==> config.mk <==
export PLATFORM = sky130hd
export DESIGN_NAME = tcc_stats
export DESIGN_NICKNAME = d
export VERILOG_FILES = /design/src/hdl/tcc_pkg.sv /design/src/hdl/tcc_stats.sv
export SDC_FILE = /design/constraint.sdc
export NUM_CORES = 1
export LEC_CHECK = 0
export ABC_AREA = 1
export BUFFER_PORTS_ARGS = -buffer_cell sky130_fd_sc_hd__buf_4
export CAP_MARGIN = 0
export CORE_ASPECT_RATIO = 1.2
export CORE_UTILIZATION = 30
export DETAILED_ROUTE_END_ITERATION = 7
export PLACE_DENSITY = 0.48
export SYNTH_ARGS = -nofsm -noshare
export SYNTH_HDL_FRONTEND = slang
export SYNTH_SLANG_ARGS = --single-unit
==> constraint.sdc <==
create_clock -name i_clk -period 5 [get_ports i_clk]
set_input_delay 1.25 -clock i_clk [delete_from_list [all_inputs] [get_ports i_clk]]
set_output_delay 1.25 -clock i_clk [all_outputs]
set_load 0.02 [all_outputs]
==> src/hdl/tcc_pkg.sv <==
package tcc_pkg;

    localparam int CFG_IDX_W  = 2;
    localparam int CFG_DATA_W = 10;
    localparam int LAT_W      = 12;
    localparam int CNT_W      = 32;

    localparam logic [CFG_IDX_W-1:0] CFG_WRITE_ALLOC = 2'd0;
    localparam logic [CFG_IDX_W-1:0] CFG_NEAR_LAT    = 2'd1;
    localparam logic [CFG_IDX_W-1:0] CFG_FAR_LAT     = 2'd2;
    localparam logic [CFG_IDX_W-1:0] CFG_MEM_LAT     = 2'd3;

    typedef enum logic [3:0] {
        S_CLEAR,
        S_IDLE,
        S_RD,
        S_LOOK,
        S_BINV,
        S_NRD,
        S_NFILL,
        S_WB,
        S_DONE
    } t_state;

    typedef struct packed {
        logic             valid;
        logic             near_miss;
        logic             far_miss;
        logic [LAT_W-1:0] lat;
    } t_stat_upd;

    typedef struct packed {
        logic [CNT_W-1:0] acc;
        logic [CNT_W-1:0] near_miss;
        logic [CNT_W-1:0] far_acc;
        logic [CNT_W-1:0] far_miss;
        logic [CNT_W-1:0] lat;
    } t_totals;

endpackage

==> src/hdl/tcc_stats.sv <==
module tcc_stats (
    input  logic               i_clk,
    input  logic               i_rst_n,
    input  tcc_pkg::t_stat_upd i_upd,
    output tcc_pkg::t_totals   o_tot
);
    import tcc_pkg::*;

    t_totals r_tot;
    t_totals n_tot;

    function automatic logic [CNT_W-1:0] sat_add(logic [CNT_W-1:0] a, logic [CNT_W-1:0] b);
        logic [CNT_W:0] s;
        s = {1'b0, a} + {1'b0, b};
        return s[CNT_W] ? {CNT_W{1'b1}} : s[CNT_W-1:0];
    endfunction

    always_comb begin
        n_tot = r_tot;
        if (i_upd.valid) begin
            n_tot.acc = sat_add(r_tot.acc, CNT_W'(1));
            n_tot.near_miss = sat_add(r_tot.near_miss, CNT_W'(i_upd.near_miss));
            n_tot.far_acc = sat_add(r_tot.far_acc, CNT_W'(i_upd.near_miss));
            n_tot.far_miss = sat_add(r_tot.far_miss, CNT_W'(i_upd.far_miss));
            n_tot.lat = sat_add(r_tot.lat, CNT_W'(i_upd.lat));
        end
    end

    always_ff @(posedge i_clk) begin
        if (!i_rst_n) begin
            r_tot <= '0;
        end else begin
            r_tot <= n_tot;
        end
    end

    assign o_tot = r_tot;

endmodule

After elaboration in Yosys (flattened, before gate mapping):

Cells that the tools add are included.

* bits in registers: 160
* bits in latches: 0
* bits in writable memories: 0
* ROM bits: 0
* input port bits: 17
* logic and storage cells: 15
* memories: 0

* add/sub/neg operators: 5
* $mul: 0
* divide/modulo/power cells: 0
* order comparisons: 0
* equality and inequality tests: 0
* shifts and indexed selects: 0
* muxes and demuxes: 5
* bitwise logic cells: 0
* reduce and logical (&&, ||, !) cells: 0

Operators with widths (count)
* 32-bit two-way mux: 5
* 32-bit by 1-bit adder with 33-bit output: 3
* 32-bit by 1-bit adder with 33-bit output (second input constant): 1
* 32-bit by 12-bit adder with 33-bit output: 1

Logic depth before layout (Yosys ltp):

Gate-level depths: netlist of the first run.

* depth after elaboration: 2
* gate-level depth with buffers: 14
* depth with buffers taken out: 14

Least setup slack after synthesis of the first run:

Ideal clock, no wire load.

* path kind: input port to flip-flop
* from: input i_upd[0] in the netlist's numbering
* to: register r_tot, in the netlist o_tot[30]
* library setup time: 0.128 ns
* arrival time: 2.845 ns
* slack: 2.027 ns
* stages: 11
* path buffers: 0
* cells stage by stage: ha_1 -> fa_1 -> nand2_1 -> nand2_1 -> and2_1 -> nand2_1 -> nand3_2 -> nand3_1 -> o21ai_0 -> nor2_1 -> nor2_1

* word-level cells in the longest chain between the ends: 2

Ends and longest elaborated chain
* start: declaration: RTL line tcc_stats.sv:4 `input tcc_pkg::t_stat_upd i_upd,`
* 32-bit by 12-bit adder with 33-bit output: RTL line tcc_stats.sv:14 `s = {1'b0, a} + {1'b0, b};`
* 32-bit two-way mux: RTL line tcc_stats.sv:15 `return s[CNT_W] ? {CNT_W{1'b1}} : s[CNT_W-1:0];`
* end signal: assignment: RTL line tcc_stats.sv:33 `r_tot <= n_tot;`
* end: declaration: RTL line tcc_stats.sv:9 `t_totals r_tot;`

Every way passes these cells.
A chain may end at the register's enable or synchronous reset.

==> run summary, run 1 <==
Worst Reg-to-Reg Cells: 7
Gate Count Post-Synth: 1,603
CP Launch Type: input port
First-pass GRT wire length: 52,900 um
Post-synth top flop: dfxtp_1
CTS buffer count: 17
Leak Pwr: 5.35 nW
CP arrival: 3.63 ns
Clock network power share: 45.5%
Buffers on Ports: 176
Initial antenna violation count: 0
Pre-Repair DR Iteration Count: 5
Max clock buf depth: 2
Sw Share: 26.0%
Vias in the first global route: 10.1k
Clock slew at reported path FFs: 0.06 ns
Pin slew with the least headroom to its limit: 0.972 ns
Setup bufs post-CTS: 0
Total Routing Usage GR: 19.5%
Row cnt: 72
Clock root buffer: clkbuf_16
Die Span Y: 202 um
Seq cells post-synth: 160
CP Class: input port to flop
Placed inst area: 0.0117 mm2
Io pins: 177
Comb power frac: 9.2%
EDFF count, synth: 0
Worst min path class: flop to flop
Gr ovfl total: 0
Synthesis-to-finish area growth: 22.8%
H-Tree Depth: 4
Later-pin clock latency in the skew report: 0.44 ns
Critical path capture point type: flop
Hold Vio Cnt, Final: 0
Initial Utilization: 30.7%
Routed len/inst: 15.0 um
Core Box Area: 0.0324 mm2
Pwr dens: 236 mW/mm2
DP Wirelength: 24,400 um
Crit-path cells: buf_4 -> nand2_1 -> nor2_1 -> nand2_1 -> nor4_2 -> nand4_1 -> a31oi_1
FFs w/ async S/R, synth: 0%
Commonest non-fill, non-tap cell in the layout: nand2_1
Ys Warns: 0
P_sw: 0.752 mW
Reg2reg setup slack: 2.29 ns
Hold Crit Depth: 2
Cts repair resizes: 0
Vias/cell: 4.85
Achievable clock frequency: 305 MHz
Synth Cell Area: 0.00997 mm2
TritonCTS clock tree: yes
Maximum vdd drop: 0.177 mV
Final setup violation count: 0
Leading area contributor after synthesis: dfxtp_1
Final instance area: 0.0122 mm2
Critical path's top delay family: simple AND/OR/NAND/NOR gates
Critical path's most frequent cell: nand2_1
Area contributors post-synth: dfxtp_1 32%, nand2_1 18%, inv_1 7.3%
Int Pwr: 2.14 mW
Largest fanout on the critical path: 35
Largest net degree at the start of global routing: 64
Die extent in x: 168 um
Status: complete, no violations
DRC Markers: 0
N_diodes: 0
Post-layout min period: 3.28 ns
Fin util: 37.8%
Most frequent cells in the layout: 473 x nand2_1, 194 x inv_1, 193 x nor2_1
Slew headroom: 35.0%
Top-area cell type share of the netlist area: 32.1%
Die ar.: 0.0340 mm2
Drt total wl: 32,800 um
Setup TNS: 0 ns
Buffers & Inverters on Critical Path: 1
Sequential area share after synthesis: 32.1%
Worst path required time: 5.35 ns
WP depth: 7
Slowest stage cell, crit path: nand4_1
RSZ-0062 raised after global routing: no
Layout cells sized above 1: 13.7%
RePlAce Congestion: 0.909
Yosys cell types: 40
Pins over their slew limit: 0
Final Net Count: 1,803
Syn nets: 1,640
Max stage delay on crit path: 0.82 ns
Syn_area_per_cell: 6.22 um2
Tcrit/Tclk final: 65.6%
Sequential power share: 45.3%
Vias post-DR: 10.6k
Clock Sinks: 160
Final antenna-violating net count: 0
Clock Skew: 0.00754 ns
DR iter-0 viols: 530
CTS Hold Bufs: 0
MaxCap Viol Count: 0
Max reg flops: 160
-- final timing paths --
path	startpoint	end
worst min register to register	o_tot[96]	o_tot[96]
worst max register to register	o_tot[128]	o_tot[157]
worst max-delay path	i_upd[14]	o_tot[157]
worst min-delay path	o_tot[96]	o_tot[96]
-- stage by stage --
stage | power, mW | hold slack [ns] | std cells | setup WS, ns
final | 2.89 | 0.510 | 2185 | 1.72
after global routing | 3.01 | 0.550 | 2185 | 1.38
after CTS | 2.94 | 0.517 | 2185 | 1.70
after detailed placement | 1.61 | 0.508 | 2154 | 1.25
after global placement | 1.60 | 0.504 | 2154 | 1.36
after floorplan | 1.51 | 0.567 | 1603 | 2.03
-- worst min-delay path: stages (launching register included) --
cell     delay (ns)
dfxtp_1        0.33
nand2_1        0.07
a31oi_1        0.07
-- logic make-up after synthesis --
| family | after synthesis | share of synthesized area, % |
|---|---|---|
| AOI/OAI and AO/OA | 187 | 9.66 |
| xor gates and xnor gates | 66 | 5.80 |
| adders and majority gates | 20 | 2.58 |
| buffers and inverters | 234 | 9.15 |
| DFF | 160 | 32.1 |
| muxes | 2 | 0.201 |
| and+or+nand+nor | 934 | 40.5 |
-- power groups by stage --
stage	Combinational, mW	Clock (mW)	Sequential (mW)
2_1_floorplan	0.159	0	1.35
3_3_place_gp	0.267	0	1.34
3_5_place_dp	0.269	0	1.34
4_1_cts	0.270	1.36	1.31
5_1_grt	0.297	1.40	1.31
6_report	0.266	1.31	1.31
-- routing by layer --
layer	global-route usage, %	vias to the layer above	wire (um)
met3	3.03	35	1390
met5	0	-	0
li1	-	5480	-
met1	24.1	4862	14800
met4	6.95	0	581
met2	34.1	216	16000
-- synthesized netlist by cell type (all sizes together), types with 7 or more instances --
cell type and number:
o21ai 52, a21oi 118, xnor2 29, nand4 40
dfxtp 160, nor2 200, nor4 7, ha 19
or2 12, nand3 129, clkbuf 27, inv 196
nor3 52, nand2 476, buf 11, a31oi 12
xor2 37, nand3b 13
-- cell type report --
type	count	area, um2
timing repair buffer	182	1370
inverter	196	739
tap	407	509
sequential	160	3200
fill	3609	20200
multi-input combinational	1209	5860
clock buffer	19	453
clock inverter	12	118
Note: power is estimated with default switching activity, not from simulation.
==> run 2, diff against run 1 <==
==> constraint.sdc (replaced) <==
create_clock -name i_clk -period 3.1 [get_ports i_clk]
set_input_delay 0.775 -clock i_clk [delete_from_list [all_inputs] [get_ports i_clk]]
set_output_delay 0.775 -clock i_clk [all_outputs]
set_load 0.02 [all_outputs]
==> run 2 against run 1 <==
Sequential share of layout area down 0.36 points. Combinational power up 66%. Via count shrank 0.25%. Clock skew rose by 0.0063 ns. Register-to-register slack worse by 1.5 ns. Die area unchanged. Flip-flop and latch count did not move. Non-clock buffer count rose by 9. Critical endpoint is now o_tot[30]. Largest cell class unchanged. Largest power group is now clock. Highest routed layer unchanged.
==> run summary, run 2 (same netlist as run 1, synthesis figures left out) <==
Final setup violation count: 0
Buffers & Inverters on Critical Path: 1
Setup TNS: 0 ns
Setup bufs post-CTS: 0
Tcrit/Tclk final: 77.4%
First-pass GRT wire length: 52,800 um
Clock root buffer: clkbuf_16
Leak Pwr: 5.42 nW
Vias/cell: 4.81
N_diodes: 0
Most frequent cells in the layout: 473 x nand2_1, 194 x inv_1, 193 x nor2_1
Pwr dens: 397 mW/mm2
Die extent in x: 168 um
H-Tree Depth: 4
Vias in the first global route: 10.2k
Largest fanout on the critical path: 10
Die Span Y: 202 um
Slowest stage cell, crit path: fa_1
Gr ovfl total: 0
Largest net degree at the start of global routing: 58
Clock Sinks: 160
Slew headroom: 50.5%
Max stage delay on crit path: 0.42 ns
RePlAce Congestion: 0.927
Total Routing Usage GR: 19.6%
Routed len/inst: 15.0 um
Synthesis-to-finish area growth: 24.5%
Achievable clock frequency: 417 MHz
Drt total wl: 33,000 um
Pre-CTS WS: 0.227 ns
Maximum vdd drop: 0.265 mV
TritonCTS clock tree: yes
Pins over their slew limit: 0
Layout cells sized above 1: 14.0%
Critical path capture point type: flop
MaxCap Viol Count: 0
Pin slew with the least headroom to its limit: 0.742 ns
RSZ-0062 raised after global routing: no
Worst min path class: flop to flop
Io pins: 177
Cts repair resizes: 0
Hold Vio Cnt, Final: 0
DR iter-0 viols: 534
Clock Skew: 0.0138 ns
CTS Hold Bufs: 0
CP Launch Type: input port
Status: complete, no violations
Later-pin clock latency in the skew report: 0.44 ns
Die ar.: 0.0340 mm2
Clock slew at reported path FFs: 0.07 ns
CTS buffer count: 17
Critical path's most frequent cell: nand2_1
Commonest non-fill, non-tap cell in the layout: nand2_1
DRC Markers: 0
Final WS setup: 0.702 ns
Initial Utilization: 30.7%
Fillers: 3,551
CP Class: input port to flop
Buffers on Ports: 176
Initial antenna violation count: 0
DP Wirelength: 25,000 um
Crit-path cells: buf_4 -> ha_1 -> fa_1 -> nand2_1 -> nand2_1 -> and2_1 -> nand2_1 -> nand3_2 -> nand3_1 -> o21ai_0 -> nor2_1 -> nor2_1
Critical path's top delay family: simple AND/OR/NAND/NOR gates
Hold Slack: 0.520 ns
Post-layout min period: 2.40 ns
Max reg flops: 160
Core Box Area: 0.0324 mm2
Max clock buf depth: 2
Final antenna-violating net count: 0
Row cnt: 72
CP arrival: 2.73 ns
Final Net Count: 1,812
Vias post-DR: 10.6k
Worst path required time: 3.43 ns
Pre-Repair DR Iteration Count: 7
[run 2: cell count changes in the layout (fill, tap and decap cells not counted)]
cell | before | now
buf_12 | 0 | 2
clkbuf_1 | 0 | 3
buf_4 | 182 | 189
clkinv_2 | 8 | 3
bufinv_16 | 2 | 5
[run 2: final timing paths]
check	slack, ns	cells past startpoint	startpoint	to
setup reg to reg	0.83	11	o_tot[0]	o_tot[30]
hold reg to reg	0.52	2	o_tot[59]	o_tot[59]
setup / recovery	0.70	12	i_upd[0]	o_tot[30]
hold / removal	0.52	2	o_tot[59]	o_tot[59]
[run 2: worst reg2reg max path, cell delays in order (launching register included)]
cell     delay, ns
dfxtp_1       0.32
ha_1          0.21
fa_1          0.42
nand2_1       0.09
nand2_1       0.06
and2_1        0.17
nand2_1       0.09
nand3_2       0.13
nand3_1       0.36
o21ai_0       0.15
nor2_1        0.11
nor2_1        0.05
[run 2: through the flow]
stage	cell area, um2	cells	util (%)	power (mW)
after global routing	12400	2195	38.3	5.10
after detailed placement	11800	2163	36.3	2.60
after global placement	11800	2163	36.3	2.60
after CTS	12400	2195	38.3	5.00
final	12400	2195	38.3	4.93
after floorplan	9970	1603	-	2.44
[run 2: final cells by class]
type / count / area, um2 / share of cell area (%)
multi-input cells: 1209 / 5860 / 47.2
flip-flops and latches: 160 / 3200 / 25.8
repair buffers: 191 / 1460 / 11.8
inverters: 196 / 739 / 5.96
well taps: 407 / 509 / 4.10
clock buffers: 22 / 464 / 3.74
clock inverters: 10 / 183 / 1.47
[run 2: report_power, final]
group	internal (mW)	total (mW)	switching [mW]
clock	1.47	2.38	0.904
sequential	2.08	2.11	0.0257
combinational	0.158	0.441	0.283
total	3.71	4.93	1.21
[run 2: routing by layer]
metal	GRT usage (%)	share of wire [%]
met4	6.23	1.9
met3	3.87	4.4
met5	0	0
met1	23.1	44
met2	35.1	49
==> run 3, diff against run 2 <==
--- a/config.mk
+++ b/config.mk
@@ -5,13 +5,13 @@
 export SDC_FILE = /design/constraint.sdc
 export NUM_CORES = 1
 export LEC_CHECK = 0
-export ABC_AREA = 1
+export ABC_AREA = 0
 export BUFFER_PORTS_ARGS = -buffer_cell sky130_fd_sc_hd__buf_4
 export CAP_MARGIN = 0
 export CORE_ASPECT_RATIO = 1.2
 export CORE_UTILIZATION = 30
 export DETAILED_ROUTE_END_ITERATION = 7
-export PLACE_DENSITY = 0.48
+export PLACE_DENSITY = 0.51
 export SYNTH_ARGS = -nofsm -noshare
 export SYNTH_HDL_FRONTEND = slang
 export SYNTH_SLANG_ARGS = --single-unit
==> constraint.sdc (replaced) <==
create_clock -name i_clk -period 1.9 [get_ports i_clk]
set_input_delay 0.475 -clock i_clk [delete_from_list [all_inputs] [get_ports i_clk]]
set_output_delay 0.475 -clock i_clk [all_outputs]
set_load 0.02 [all_outputs]
==> run 3 against run 2 <==
The flow now finishes with violations (setup timing). Core utilization increased by 10 points. Count of clock-buffer cells in the layout decreased by 3. Non-clock buffer count increased by 202. Sequential power increased by 63%. Clock power increased by 66%. Clock skew decreased by 0.0036 ns. Die area decreased by 20%. Register-to-register slack got worse by 1.1 ns. Cell count decreased by 25%. Synthesized area decreased by 20%. Sequential share of layout area decreased by 0.38 points. Global-route usage decreased by 1.4 points. Highest routed layer unchanged.
==> run summary, run 3 <==
Vias post-DR: 8,221
Initial antenna violation count: 0
Buffers & Inverters on Critical Path: 2
DRC Markers: 0
Clock Skew: 0.0102 ns
Core Box Area: 0.0262 mm2
Worst min path class: input port to flop
Final antenna-violating net count: 0
Most frequent cells in the layout: 380 x buf_4, 140 x dfxtp_1, 80 x a21oi_1
R2R Path End: o_tot[7]
TritonCTS clock tree: yes
Gate Count Post-Synth: 930
Layout cells sized above 1: 44.5%
Vias in the first global route: 7,955
Synth Area in Adders: 3.23%
Hold Vio Cnt, Final: 0
Max stage delay on crit path: 0.42 ns
RSZ-0062 raised after global routing: yes
Synthesis-to-finish area growth: 59.4%
Multiplexer share of the synthesized area: 1.63%
N_diodes: 0
Reg2reg setup slack: -0.29 ns
Die extent in x: 151 um
Yosys cell types: 67
Pwr dens: 659 mW/mm2
Ys Warns: 0
Drt total wl: 24,700 um
Critical hold path startpoint: i_rst_n
Total Routing Usage GR: 18.2%
Post-synth top flop: dfxtp_1
Clock Sinks: 160
Maximum vdd drop: 0.528 mV
Final WS setup: -0.290 ns
CTS Hold Bufs: 0
Hold Slack: 0.380 ns
Slew headroom: 62.7%
Hold Crit Endpoint: o_tot[62]
Max clock buf depth: 2
Gr ovfl total: 0
Hold Crit Depth: 3
Leak Pwr: 5.22 nW
Pins over their slew limit: 0
Largest fanout on the critical path: 12
Clock root buffer: clkbuf_16
First-pass GRT wire length: 40,100 um
Later-pin clock latency in the skew report: 0.42 ns
Status: finished with violations
Synth Area in Compound Gates: 16.9%
CP Class: flop to flop
Sequential area share after synthesis: 40.2%
Die ar.: 0.0272 mm2
Worst r2r src: o_tot[0]
Io pins: 177
Vias/cell: 4.97
Critical path capture point type: flop
EDFF count, synth: 0
Row cnt: 65
DR iter-0 viols: 353
Critical path's top delay family: compound AO/OA/AOI/OAI gates
DP Wirelength: 17,800 um
Die Span Y: 181 um
Worst path required time: 2.22 ns
Clock slew at reported path FFs: 0.07 ns
Leading area contributor after synthesis: dfxtp_1
Synth Cell Area: 0.00797 mm2
Achievable clock frequency: 457 MHz
Worst Reg-to-Reg Cells: 9
Initial Utilization: 30.4%
CTS buffer count: 17
Seq cells post-synth: 160
MaxCap Viol Count: 0
Failing checks: setup timing
CP Launch Type: flop
Top-area cell type share of the netlist area: 40.2%
H-Tree Depth: 4
Pin slew with the least headroom to its limit: 0.555 ns
CP arrival: 2.51 ns
RePlAce Congestion: 0.836
Largest net degree at the start of global routing: 77
Routed len/inst: 14.9 um
Xor/xnor cell area share of the yosys netlist: 11.2%
Slowest stage cell, crit path: fa_2
Crit-path cells: ha_4 -> fa_2 -> a211oi_4 -> o21ai_2 -> a211oi_2 -> buf_6 -> o31a_1 -> buf_12 -> a31oi_1
Commonest non-fill, non-tap cell in the layout: buf_4
Pre-Repair DR Iteration Count: 4
Max reg flops: 160
Post-layout min period: 2.19 ns
Top cells by count, synth: 160 x dfxtp_1, 136 x a21oi_1, 71 x nand2_1
Most frequent cell after synthesis: dfxtp_1
Largest family of logic cells by synthesized area: simple AND/OR/NAND/NOR gates
Simple-gate area share of the yosys netlist: 23.6%
Syn nets: 967
Final setup violation count: 59
Syn_area_per_cell: 8.57 um2
Tcrit/Tclk final: 115%
Final Net Count: 1,344
FFs w/ async S/R, synth: 0%
Area contributors post-synth: dfxtp_1 40%, a21oi_1 8.5%, xor2_1 5.8%
Buffers on Ports: 176
Pre-CTS WS: -0.833 ns
==> run 3: power breakdown <==
part,switching (mW),leakage (nW),internal (mW)
clock network,1.53,0.323,2.41
logic,0.528,3.59,0.478
registers,0.0357,1.30,3.40
total,2.10,5.22,6.28
==> run 3: layout make-up <==
class | count | area (um2)
fillers | 2596 | 13500
flip-flops and latches | 160 | 3230
multi-input cells | 711 | 5220
well taps | 335 | 419
clock inverters | 13 | 224
clock buffers | 19 | 443
repair buffers | 393 | 3080
inverters | 24 | 95.1
==> run 3: kinds of logic after synthesis <==
kind of cell / count (synthesis)
simple gates: 344
compound gates: 230
flops: 160
xor+xnor: 102
fa+ha+maj: 20
mux: 13
buf+inv: 61
==> run 3: worst max-delay path by stage <==
stage / start / cells past startpoint / endpoint
global placement: i_upd[3] / 9 / o_tot[15]
detailed placement: i_upd[3] / 9 / o_tot[15]
CTS: o_tot[0] / 9 / o_tot[7]
floorplan: i_upd[0] / 9 / o_tot[24]
finish: o_tot[0] / 9 / o_tot[7]
global route: o_tot[0] / 10 / o_tot[22]
==> run 3: per-layer routing <==
| layer | up-vias | track usage, % | wire length (um) |
|---|---|---|---|
| li1 | 4158 | - | - |
| met1 | 3904 | 23.4 | 11400 |
| met2 | 139 | 31.2 | 12300 |
| met3 | 20 | 2.35 | 694 |
| met4 | 0 | 5.52 | 337 |
| met5 | - | 0 | 0 |
==> run 3: repair_timing <==
item | 4_1_cts | 5_1_grt
pin swaps | 7 | 35
hold endpoints to repair | 0 | 0
endpoints found under the setup margin | 77 | 113
setup buffers | 4 | 6
gates cloned | 0 | 4
resized for setup | 15 | 60
==> run 3: worst min-delay path: stages <==
cell and delay [ns]:
buf_4 0.17, o41ai_2 0.07, a21oi_1 0.04
==> run 3: per-stage QoR <==
stage / cells / setup TNS, ns / util (%) / instance area, um2 / power, mW
after floorplan: 930 / -18.70 / - / 8460 / 4.00
after global routing: 1655 / -13.56 / 48.5 / 12700 / 8.72
after detailed placement: 1610 / -42.09 / 44.1 / 11600 / 4.42
after CTS: 1645 / -8.06 / 47.1 / 12300 / 8.41
after global placement: 1610 / -40.49 / 44.1 / 11600 / 4.42
final: 1655 / -8.54 / 48.5 / 12700 / 8.38
